<file path="src/sv/rcsmh_pkg.sv">
// Package with the shared types, constants and the advertising channel table.
`timescale 1ns / 1ps
`default_nettype none

package rcsmh_pkg;

    localparam logic [7:0] FRAME_START = 8'hFF;
    localparam logic [6:0] NO_SIGNAL   = 7'd127;
    localparam logic [6:0] ADV_CH_A    = 7'd2;
    localparam logic [6:0] ADV_CH_B    = 7'd26;
    localparam logic [6:0] ADV_CH_C    = 7'd80;
    localparam logic [1:0] ADV_LAST    = 2'd2;

    // Register indexes on the configuration port.
    localparam logic [2:0] REG_LOWEST   = 3'd0;
    localparam logic [2:0] REG_HIGHEST  = 3'd1;
    localparam logic [2:0] REG_REPEATS  = 3'd2;
    localparam logic [2:0] REG_ADV_ONLY = 3'd3;
    localparam logic [2:0] REG_SEND_EN  = 3'd4;

    typedef struct packed {
        logic [6:0] lowest_channel;
        logic [6:0] highest_channel;
        logic [6:0] repeats_per_channel;
        logic       advertising_only;
        logic       send_enable;
    } cfg_t;

    typedef struct packed {
        logic [6:0] channel;
        logic [6:0] value;
        logic [6:0] next_channel;
    } frame_t;

    typedef struct packed {
        logic   push;
        frame_t frame;
    } frame_push_t;

    typedef enum logic [1:0] {
        BYTE_START = 2'd0,
        BYTE_CHAN  = 2'd1,
        BYTE_VALUE = 2'd2
    } byte_sel_t;

    function automatic logic [6:0] adv_channel(input logic [1:0] idx);
        logic [6:0] ch;
        unique case (idx)
            2'd0:    ch = ADV_CH_A;
            2'd1:    ch = ADV_CH_B;
            2'd2:    ch = ADV_CH_C;
            default: ch = ADV_CH_A;
        endcase
        return ch;
    endfunction

endpackage

`default_nettype wire

</file>
<file path="src/sv/rcsmh_core.sv">
// Minimum hold, repeat counter and channel stepping for each accepted sample.
`timescale 1ns / 1ps
`default_nettype none

module rcsmh_core (
    input  wire logic                 clk,
    input  wire logic                 rst_n,
    input  wire logic                 accept,
    input  wire logic [6:0]           rssi_sample,
    input  wire rcsmh_pkg::cfg_t      cfg,
    output rcsmh_pkg::frame_push_t    push_out
);
    import rcsmh_pkg::*;

    logic [6:0] current_channel_reg, current_channel_next;
    logic [6:0] repeat_count_reg, repeat_count_next;
    logic [6:0] held_minimum_reg, held_minimum_next;
    logic [1:0] adv_index_reg, adv_index_next;

    logic [6:0] needed;
    logic [6:0] min_value;
    logic [6:0] count_inc;
    logic       fire;
    logic [1:0] adv_step;
    logic [6:0] channel_step;

    always_comb
    begin
        needed    = (cfg.repeats_per_channel == 7'd0) ? 7'd1 : cfg.repeats_per_channel;
        min_value = (rssi_sample < held_minimum_reg) ? rssi_sample : held_minimum_reg;
        count_inc = repeat_count_reg + 7'd1;
        fire      = (count_inc >= needed);

        adv_step = (adv_index_reg >= ADV_LAST) ? 2'd0 : adv_index_reg + 2'd1;
        if (cfg.advertising_only)
        begin
            channel_step = adv_channel(adv_step);
        end
        else if (current_channel_reg >= cfg.highest_channel)
        begin
            channel_step = cfg.lowest_channel;
        end
        else
        begin
            channel_step = current_channel_reg + 7'd1;
        end

        current_channel_next = current_channel_reg;
        repeat_count_next    = repeat_count_reg;
        held_minimum_next    = held_minimum_reg;
        adv_index_next       = adv_index_reg;
        if (accept)
        begin
            if (fire)
            begin
                current_channel_next = channel_step;
                repeat_count_next    = 7'd0;
                held_minimum_next    = NO_SIGNAL;
                if (cfg.advertising_only)
                begin
                    adv_index_next = adv_step;
                end
            end
            else
            begin
                repeat_count_next = count_inc;
                held_minimum_next = min_value;
            end
        end

        push_out.push               = accept && fire && cfg.send_enable;
        push_out.frame.channel      = current_channel_reg;
        push_out.frame.value        = min_value;
        push_out.frame.next_channel = channel_step;
    end

    always_ff @(posedge clk or negedge rst_n)
    begin
        if (!rst_n)
        begin
            current_channel_reg <= 7'd0;
            repeat_count_reg    <= 7'd0;
            held_minimum_reg    <= NO_SIGNAL;
            adv_index_reg       <= 2'd0;
        end
        else
        begin
            current_channel_reg <= current_channel_next;
            repeat_count_reg    <= repeat_count_next;
            held_minimum_reg    <= held_minimum_next;
            adv_index_reg       <= adv_index_next;
        end
    end

`ifndef ASSERT_OFF
    a_fire_clears: assert property (@(posedge clk) disable iff (!rst_n)
        (accept && fire) |=> (repeat_count_reg == 7'd0 && held_minimum_reg == NO_SIGNAL))
        else $error("hold not cleared after a channel was reported");
    a_adv_channel: assert property (@(posedge clk) disable iff (!rst_n)
        (accept && fire && cfg.advertising_only) |=>
        (current_channel_reg == ADV_CH_A || current_channel_reg == ADV_CH_B ||
         current_channel_reg == ADV_CH_C))
        else $error("advertising step left the advertising channels");
`endif

endmodule

`default_nettype wire

</file>
<file path="src/sv/rcsmh_framer.sv">
// Two-frame queue that sends each frame out as three words.
`timescale 1ns / 1ps
`default_nettype none

module rcsmh_framer (
    input  wire logic                  clk,
    input  wire logic                  rst_n,
    input  wire rcsmh_pkg::frame_push_t push_in,
    output logic                       full,
    output logic                       out_valid,
    input  wire logic                  out_stall,
    output logic [7:0]                 frame_byte,
    output logic                       frame_end,
    output logic [6:0]                 next_channel
);
    import rcsmh_pkg::*;

    frame_t    slot_reg [2];
    logic      wr_ptr_reg, wr_ptr_next;
    logic      rd_ptr_reg, rd_ptr_next;
    logic [1:0] count_reg, count_next;
    byte_sel_t sel_reg, sel_next;
    logic      out_take;
    logic      pop;
    frame_t    head;

    always_comb
    begin
        head      = slot_reg[rd_ptr_reg];
        full      = (count_reg == 2'd2);
        out_valid = (count_reg != 2'd0);
        out_take  = out_valid && !out_stall;
        pop       = out_take && (sel_reg == BYTE_VALUE);

        unique case (sel_reg)
            BYTE_START: frame_byte = FRAME_START;
            BYTE_CHAN:  frame_byte = {1'b0, head.channel};
            BYTE_VALUE: frame_byte = {1'b0, head.value};
            default:    frame_byte = FRAME_START;
        endcase
        frame_end    = (sel_reg == BYTE_VALUE);
        next_channel = head.next_channel;

        sel_next = sel_reg;
        if (out_take)
        begin
            unique case (sel_reg)
                BYTE_START: sel_next = BYTE_CHAN;
                BYTE_CHAN:  sel_next = BYTE_VALUE;
                BYTE_VALUE: sel_next = BYTE_START;
                default:    sel_next = BYTE_START;
            endcase
        end

        wr_ptr_next = push_in.push ? ~wr_ptr_reg : wr_ptr_reg;
        rd_ptr_next = pop ? ~rd_ptr_reg : rd_ptr_reg;
        count_next  = count_reg + {1'b0, push_in.push} - {1'b0, pop};
    end

    always_ff @(posedge clk)
    begin
        if (push_in.push)
        begin
            slot_reg[wr_ptr_reg] <= push_in.frame;
        end
    end

    always_ff @(posedge clk or negedge rst_n)
    begin
        if (!rst_n)
        begin
            wr_ptr_reg <= 1'b0;
            rd_ptr_reg <= 1'b0;
            count_reg  <= 2'd0;
            sel_reg    <= BYTE_START;
        end
        else
        begin
            wr_ptr_reg <= wr_ptr_next;
            rd_ptr_reg <= rd_ptr_next;
            count_reg  <= count_next;
            sel_reg    <= sel_next;
        end
    end

`ifndef ASSERT_OFF
    a_no_overflow: assert property (@(posedge clk) disable iff (!rst_n)
        push_in.push |-> (count_reg != 2'd2))
        else $error("frame pushed into a full queue");
    a_frame_wraps: assert property (@(posedge clk) disable iff (!rst_n)
        pop |=> (sel_reg == BYTE_START))
        else $error("next frame does not begin with its start word");
`endif

endmodule

`default_nettype wire

</file>
<file path="src/sv/rssi_channel_sweep_min_hold.sv">
// Top level of the RSSI channel sweep with minimum hold and its register port.
`timescale 1ns / 1ps
`default_nettype none

// A sample that completes a channel while sending is enabled and the queue is empty has
// its first frame word valid from the next cycle; the three words follow one per cycle
// while out_stall is low. Throughput: one sample per cycle; each frame holds the output
// for three words, and the sample input stalls only while two frames wait in the queue.
// Reset (rst_n, asynchronous, active low) loads the register defaults, channel 0, an
// empty hold of 127, a zero repeat count and an empty frame queue.
module rssi_channel_sweep_min_hold (
    input  wire logic       clk,
    input  wire logic       rst_n,

    input  wire logic       psel,
    input  wire logic       penable,
    input  wire logic       pwrite,
    input  wire logic [4:0] paddr,
    input  wire logic [31:0] pwdata,
    output logic [31:0]     prdata,
    output logic            pready,

    input  wire logic       in_valid,
    output logic            in_stall,
    input  wire logic [6:0] rssi_sample,

    output logic            out_valid,
    input  wire logic       out_stall,
    output logic [7:0]      frame_byte,
    output logic            frame_end,
    output logic [6:0]      next_channel
);
    import rcsmh_pkg::*;

    // Configuration registers; a write lands in the access phase of the APB cycle.
    cfg_t        cfg_reg, cfg_next;
    logic        cfg_write;
    logic [2:0]  reg_index;
    logic        in_accept;
    logic        queue_full;
    frame_push_t push;

    assign pready    = 1'b1;
    assign reg_index = paddr[4:2];
    assign cfg_write = psel && penable && pwrite && pready;

    always_comb
    begin
        cfg_next = cfg_reg;
        if (cfg_write)
        begin
            unique case (reg_index)
                REG_LOWEST:   cfg_next.lowest_channel      = pwdata[6:0];
                REG_HIGHEST:  cfg_next.highest_channel     = pwdata[6:0];
                REG_REPEATS:  cfg_next.repeats_per_channel = pwdata[6:0];
                REG_ADV_ONLY: cfg_next.advertising_only    = pwdata[0];
                REG_SEND_EN:  cfg_next.send_enable         = pwdata[0];
                default:      cfg_next = cfg_reg;
            endcase
        end

        // Read-back of the register at the addressed word.
        unique case (reg_index)
            REG_LOWEST:   prdata = {25'd0, cfg_reg.lowest_channel};
            REG_HIGHEST:  prdata = {25'd0, cfg_reg.highest_channel};
            REG_REPEATS:  prdata = {25'd0, cfg_reg.repeats_per_channel};
            REG_ADV_ONLY: prdata = {31'd0, cfg_reg.advertising_only};
            REG_SEND_EN:  prdata = {31'd0, cfg_reg.send_enable};
            default:      prdata = 32'd0;
        endcase
    end

    always_ff @(posedge clk or negedge rst_n)
    begin
        if (!rst_n)
        begin
            cfg_reg.lowest_channel      <= 7'd0;
            cfg_reg.highest_channel     <= 7'd80;
            cfg_reg.repeats_per_channel <= 7'd1;
            cfg_reg.advertising_only    <= 1'b0;
            cfg_reg.send_enable         <= 1'b0;
        end
        else
        begin
            cfg_reg <= cfg_next;
        end
    end

    // A sample is refused only while the frame queue holds two frames, since any
    // accepted sample may complete a channel and need a slot.
    assign in_stall  = queue_full;
    assign in_accept = in_valid && !in_stall;

    rcsmh_core u_core (
        .clk         (clk),
        .rst_n       (rst_n),
        .accept      (in_accept),
        .rssi_sample (rssi_sample),
        .cfg         (cfg_reg),
        .push_out    (push)
    );

    rcsmh_framer u_framer (
        .clk          (clk),
        .rst_n        (rst_n),
        .push_in      (push),
        .full         (queue_full),
        .out_valid    (out_valid),
        .out_stall    (out_stall),
        .frame_byte   (frame_byte),
        .frame_end    (frame_end),
        .next_channel (next_channel)
    );

endmodule

`default_nettype wire
</file>
<file path="config.mk">
export PLATFORM = sky130hd
export DESIGN_NAME = rssi_channel_sweep_min_hold
export DESIGN_NICKNAME = d
export VERILOG_FILES = /design/src/sv/rcsmh_pkg.sv /design/src/sv/rcsmh_core.sv /design/src/sv/rcsmh_framer.sv /design/src/sv/rssi_channel_sweep_min_hold.sv
export SDC_FILE = /design/constraint.sdc
export NUM_CORES = 1
export LEC_CHECK = 0
export BUFFER_PORTS_ARGS = -buffer_cell sky130_fd_sc_hd__buf_2
export CORE_ASPECT_RATIO = 0.7
export CORE_MARGIN = 1
export CORE_UTILIZATION = 44
export DETAILED_ROUTE_END_ITERATION = 6
export PLACE_DENSITY = 0.72
export SLEW_MARGIN = 0
export SYNTH_ARGS = -nofsm -noshare
export SYNTH_HDL_FRONTEND = slang
export SYNTH_SLANG_ARGS = --single-unit
</file>
<file path="constraint.sdc">
create_clock -name clk -period 5.2 [get_ports clk]
set_input_delay 0.52 -clock clk [delete_from_list [all_inputs] [get_ports clk]]
set_output_delay 0.52 -clock clk [all_outputs]
set_load 0.02 [all_outputs]
</file>
==> flow_summary.toml, run 1 <==
[worst_hold_path]
hold_path.class = "primary input to asynchronous set/reset pin"

[worst_setup_path]
reg2reg_depth = 10
r2r_setup_slack_ps = 1780
crit_family = "simple AND/OR/NAND/NOR gates"
endpoint = "u_framer.slot_reg[1][11]$_DFFE_PP_"
cp.depth = 10
worstPathRequired_ps = 5160
worst-path-max-fanout = 21
startpoint_type = "flip-flop"
cpMaxStageDelayCell = "and3_1"
worst-path-buf-inv = 0
endpoint_kind = "flip-flop"
rr_endpoint = "u_framer.slot_reg[1][11]$_DFFE_PP_"
cp.arrival_ps = 3390
cp_cell_sequence = "ha_1 -> nand2_1 -> nor2_1 -> xor2_1 -> ha_1 -> and4_1 -> o21ai_1 -> o21a_1 -> nor2_1 -> and3_1"
crit_type = "flip-flop to flip-flop"
rr_startpoint = "u_core.repeat_count_reg[0]$_DFFE_PN0P_"
critPathMaxStageDelay_ps = 850
cp-startpoint = "u_core.repeat_count_reg[0]$_DFFE_PN0P_"

[yosys]
yosysWarnings = 0
async_reset_ff_share_pct = 55.3
synth-edff-count = 42
syn_area_per_cell_sq_um = 11.2
ys_ff_latch = 94
yosysSeqAreaShare_pct = 49.7
synth_cell_types = 51
synth-main-ff-cell = "edfxtp_1"
synthesis.area_sq_um = 5180
syn_inst = 463

[placement]
dpl.hpwl_um = 8030
post-place-cells = 647
port_buffers = 48
routabilityCongestion = 0.884

[floorplan]
die_h_um = 92.8
core_area_sq_um = 11300
io_pins = 102
initial_core_util_pct = 46.1
dieWidth_um = 132
dieArea_sq_um = 12200
fp-row-count = 32

[cells_and_area]
n_antenna_cell = 0
largest_reg_flops = 42
drive_gt1_share_pct = 23.9
final_nets = 584
syn_to_final_growth_pct = 11.1
final_cells = 663
fillers = 970

[clocking]
cts.sinks = 94
post_cts_resized = 0
cts_inserted_buffers = 9
clkLatencyLatePin_ps = 340
path_clk_slew_ps = 70
clk_path_buf_depth = 2
ctsHoldBuffers = 0
h-tree-depth = 3
postCtsSetupRepairBufs = 0
tritoncts = "done"
cts-root-buf = "clkbuf_16"

[sta]
rsz0062_at_grt = "false"
skew_ps = 7.78
fin_tns_setup_ps = 0
finalHoldViolations = 0
worst_slew_pin_slew_ps = 1080
maxSlewViolCount = 0
maxSlewHeadroom_pct = 28.0
finalSetupViolations = 0
period_needed_ps = 3420
fmax_ghz = 0.292
period_share_pct = 65.8

[route]
vias = 3624
drc = 0
dr.pass1.iters = 4
drtAntennaViolNets = 0
wire_per_inst_um = 16.6
wl_um = 11000
first_iter_violations = 227
vias_per_cell = 5.47

[power_and_ir_drop]
total_power_uw = 3190
swShare_pct = 40.6
irDropWorstVdd_uv = 380
p_clk_share_pct = 20.2
combPwrFrac_pct = 42.1
p_per_area_nw_per_um2 = 554
switchingPower_uw = 1290
internal_power_uw = 1890
power_leakage_uw = 0.00249
seqPwrFrac_pct = 37.7

[run_status]
status = "finished, final reports clean"

[grt]
grt_pass1_wl_um = 18000
gr-total-overflow = 0
grt_max_degree = 53
grt_usage_pct = 19.3
grt_pass1_vias = 3475
antenna_found_initial = 0

[run]
cap_violations = 0
==> power groups by stage <==
stage                     Sequential [uW]  Combinational (uW)  Clock (uW)
final                                1200                1340         644
after global routing                 1230                1480         691
after CTS                            1200                1330         658
after detailed placement             1210                1320           0
after global placement               1200                1260           0
after floorplan                      1130                1050           0
==> area by class of cell <==
type	instances	area [sq um]	share of cell area, %
Inverter	30	113	1.96
Tap cell	153	191	3.33
Timing Repair Buffer	51	263	4.57
Clock inverter	7	80.1	1.39
Multi-Input combinational cell	319	2310	40.1
Clock buffer	9	225	3.91
Sequential cell	94	2570	44.7
==> how the worst min path moves through the flow <==
| stage | startpoint | endpoint | slack, ps | cells after the start |
|---|---|---|---|---|
| 5_1_grt | rst_n | u_framer.sel_reg[0]$_DFFE_PN0P_ | 350 | 2 |
| 6_report | rst_n | u_framer.sel_reg[0]$_DFFE_PN0P_ | 290 | 2 |
| 3_3_place_gp | u_core.repeat_count_reg[6]$_DFFE_PN0P_ | u_core.repeat_count_reg[6]$_DFFE_PN0P_ | 480 | 2 |
| 4_1_cts | rst_n | u_framer.sel_reg[0]$_DFFE_PN0P_ | 320 | 2 |
| 3_5_place_dp | u_framer.wr_ptr_reg$_DFFE_PN0N_ | u_framer.wr_ptr_reg$_DFFE_PN0N_ | 490 | 1 |
| 2_1_floorplan | rst_n | cfg_reg[0]$_DFFE_PN0P_ | 220 | 0 |
==> per-stage QoR <==
stage               instance area [sq um]  util, %  hold slack [ps]  setup WS (ps)
floorplan                            5270        -              224           1770
global placement                     5450     48.4              475           1810
detailed placement                   5450     48.4              487           1790
CTS                                  5760     51.2              320           1760
global route                         5760     51.2              351           1440
finish                               5760     51.2              290           1780
==> synthesized netlist by cell type, types with 6 or more instances <==
cell type	instances	area share (%)
a211o_1	7	1.2
a21oi_1	13	1.3
a221o_1	7	1.4
buf_4	28	4.1
clkbuf_1	10	0.72
dfrtp_1	42	20
dfstp_2	10	5.1
edfxtp_1	42	24
ha_1	28	6.8
inv_1	29	2.1
mux2_2	39	8.5
mux2i_1	12	2.3
nand2_1	34	2.5
nand3_1	22	2.1
nor2_1	28	2.0
nor2b_1	6	0.72
o21ai_0	25	2.4
o221a_1	7	1.5
xnor2_1	9	1.5
==> cells by family after synthesis <==
logic type                 count (synthesis)  synth area share (%)
AOI/OAI and AO/OA                         88                  12.2
xor gates and xnor gates                  14                  2.37
adders and majority gates                 28                  6.76
buffers and inverters                     74                  7.49
DFF                                       94                  49.7
muxes                                     53                  11.4
other                                      2                 0.145
and+or+nand+nor                          110                  9.93
==> per-layer routing <==
metal,vias up,global-route usage [%],wire [um]
met5,-,0,0
met4,0,4.46,81
met3,14,4.93,759
met2,143,29.4,4840
met1,1757,27.5,5310
li1,1710,-,-
==> placed cells by master, fill, tap and decap left out, drive strengths merged, types with 3 or more instances in the layout <==
cell type	instances
buf	51
dfrtp	42
edfxtp	42
mux2	40
nand2	34
inv	31
nor2	28
ha	28
o21ai	28
conb	26
nand3	22
a21oi	13
mux2i	12
dfstp	10
xnor2	9
clkbuf	9
a221o	7
a211o	7
o221a	7
nor2b	6
and2	5
nand2b	5
xor2	5
clkinv	5
o21a	4
a311oi	4
and3	3
a211oi	3
o211ai	3
(Power assumes the default switching activity.)
==> run 2, diff against run 1 <==
Clock period 5.2 ns to 3.3 ns, I/O delays scaled along.
==> flow_summary.toml, run 2 (synthesis results as in run 1) <==
[grt]
grt_usage_pct = 18.8
grt_max_degree = 42
grt_pass1_vias = 3438
antenna_found_initial = 0
grt_pass1_wl_um = 17600
gr-total-overflow = 0

[sta]
maxSlewViolCount = 0
period_share_pct = 86.3
skew_ps = 10.7
worst_slew_pin_slew_ps = 933
maxSlewHeadroom_pct = 37.8
finalSetupViolations = 0
period_needed_ps = 2850
fin_tns_setup_ps = 0
finalHoldViolations = 0
fmax_ghz = 0.351
rsz0062_at_grt = "false"

[placement]
post-place-cells = 652
dpl.hpwl_um = 8030
routabilityCongestion = 0.837
port_buffers = 48

[floorplan]
fp-row-count = 32
dieWidth_um = 132
core_area_sq_um = 11300
die_h_um = 92.8
dieArea_sq_um = 12200
initial_core_util_pct = 46.1
io_pins = 102

[worst_setup_path]
cp.arrival_ps = 2900
rr_startpoint = "u_core.repeat_count_reg[0]$_DFFE_PN0P_"
startpoint_type = "flip-flop"
rr_endpoint = "u_framer.slot_reg[1][19]$_DFFE_PP_"
endpoint_kind = "flip-flop"
worst-path-max-fanout = 21
cpMaxStageDelayCell = "dfrtp_1"
critPathMaxStageDelay_ps = 430
cp_cell_sequence = "ha_1 -> nand2_1 -> nor2_1 -> xor2_1 -> ha_1 -> and4_1 -> o21ai_1 -> o21a_1 -> nor2_1 -> and3_1 -> buf_12"
r2r_setup_slack_ps = 450
crit_type = "flip-flop to flip-flop"
reg2reg_depth = 11
worstPathRequired_ps = 3350

[route]
drc = 0
drtAntennaViolNets = 0
wire_per_inst_um = 16.3
dr.pass1.iters = 4
vias_per_cell = 5.39
wl_um = 10900
first_iter_violations = 171
vias = 3599

[cells_and_area]
fillers = 996
drive_gt1_share_pct = 24.9
layout_common_cells = "buf_2 (48), dfrtp_1 (42), edfxtp_1 (42), mux2_2 (39), nand2_1 (34)"
syn_to_final_growth_pct = 11.8
seqCellArea_sq_um = 2570
largest_reg_flops = 42
n_antenna_cell = 0
final_cells = 668
multiInputGateArea_sq_um = 2310
final_nets = 589
final_common_cell = "buf_2"

[power_and_ir_drop]
power_leakage_uw = 0.00251
irDropWorstVdd_uv = 700
p_per_area_nw_per_um2 = 870

[clocking]
clkLatencyLatePin_ps = 350
postCtsSetupRepairBufs = 0
tritoncts = "done"
h-tree-depth = 3
path_clk_slew_ps = 70
post_cts_resized = 0
cts-root-buf = "clkbuf_16"
cts_inserted_buffers = 9
cts.sinks = 94
ctsHoldBuffers = 0
clk_path_buf_depth = 2

[run]
cap_violations = 0

[run_status]
status = "finished, final reports clean"

[worst_hold_path]
hold_path.class = "primary input to asynchronous set/reset pin"
## run 2: cell types whose count changed in the layout (fill, tap and decap cells not counted), sizes merged
| cell | before | now |
|---|---|---|
| clkinvlp | 1 | 3 |
| buf | 51 | 56 |
| inv | 31 | 33 |
| clkinv | 5 | 1 |
## run 2: routing by layer
metal,up-vias,global-route usage (%),routed length [um]
li1,1705,-,-
met1,1779,26.7,5330
met2,106,28.5,4860
met3,9,4.49,616
met4,0,5.23,99
met5,-,0,0
## run 2: worst max-delay path by stage
stage | start | endpoint | slack, ps | cells past startpoint
floorplan | u_core.repeat_count_reg[0]$_DFFE_PN0P_ | u_framer.slot_reg[0][0]$_DFFE_PP_ | 200 | 11
global placement | u_core.repeat_count_reg[0]$_DFFE_PN0P_ | u_framer.slot_reg[1][2]$_DFFE_PP_ | 530 | 11
detailed placement | u_core.repeat_count_reg[0]$_DFFE_PN0P_ | u_framer.slot_reg[1][6]$_DFFE_PP_ | 460 | 11
CTS | u_core.repeat_count_reg[0]$_DFFE_PN0P_ | u_framer.slot_reg[1][19]$_DFFE_PP_ | 440 | 11
global route | u_core.repeat_count_reg[0]$_DFFE_PN0P_ | u_framer.slot_reg[1][5]$_DFFE_PP_ | 150 | 11
finish | u_core.repeat_count_reg[0]$_DFFE_PN0P_ | u_framer.slot_reg[1][19]$_DFFE_PP_ | 450 | 11
## run 2: per-stage QoR
step           power [uW]  worst slack (ps)  hold WS [ps]  instance area (sq um)  utilization (%)
6_report             5040               451           112                   5790             51.5
5_1_grt              5350               151           200                   5790             51.5
4_1_cts              5050               439           139                   5790             51.5
3_5_place_dp         4040               460           484                   5500             48.9
3_3_place_gp         3930               525           475                   5500             48.9
2_1_floorplan        3430               203          34.4                   5270                -
## run 2: area by class of cell
class,instances,area share [%]
multi-input cells,319,39.9
well taps,153,3.30
clock buffers,9,3.89
flip-flops and latches,94,44.4
repair buffers,56,5.40
clock inverters,7,1.12
inverters,30,1.94
## run 2: worst max-delay path, delay by kind of cell (launching register included)
| family | cells | cell delay, ps |
|---|---|---|
| DFF | 1 | 430 |
| adders and majority gates | 2 | 610 |
| buffers and inverters | 1 | 190 |
| AOI/OAI and AO/OA | 2 | 360 |
| xor gates and xnor gates | 1 | 150 |
| and+or+nand+nor | 5 | 810 |
## run 2: where the power goes
group          switching [uW]  internal (uW)  leakage, uW
Combinational            1260            893      0.00136
Sequential                294           1590      0.00101
Clock                     477            529     0.000134
Total                    2030           3020      0.00251
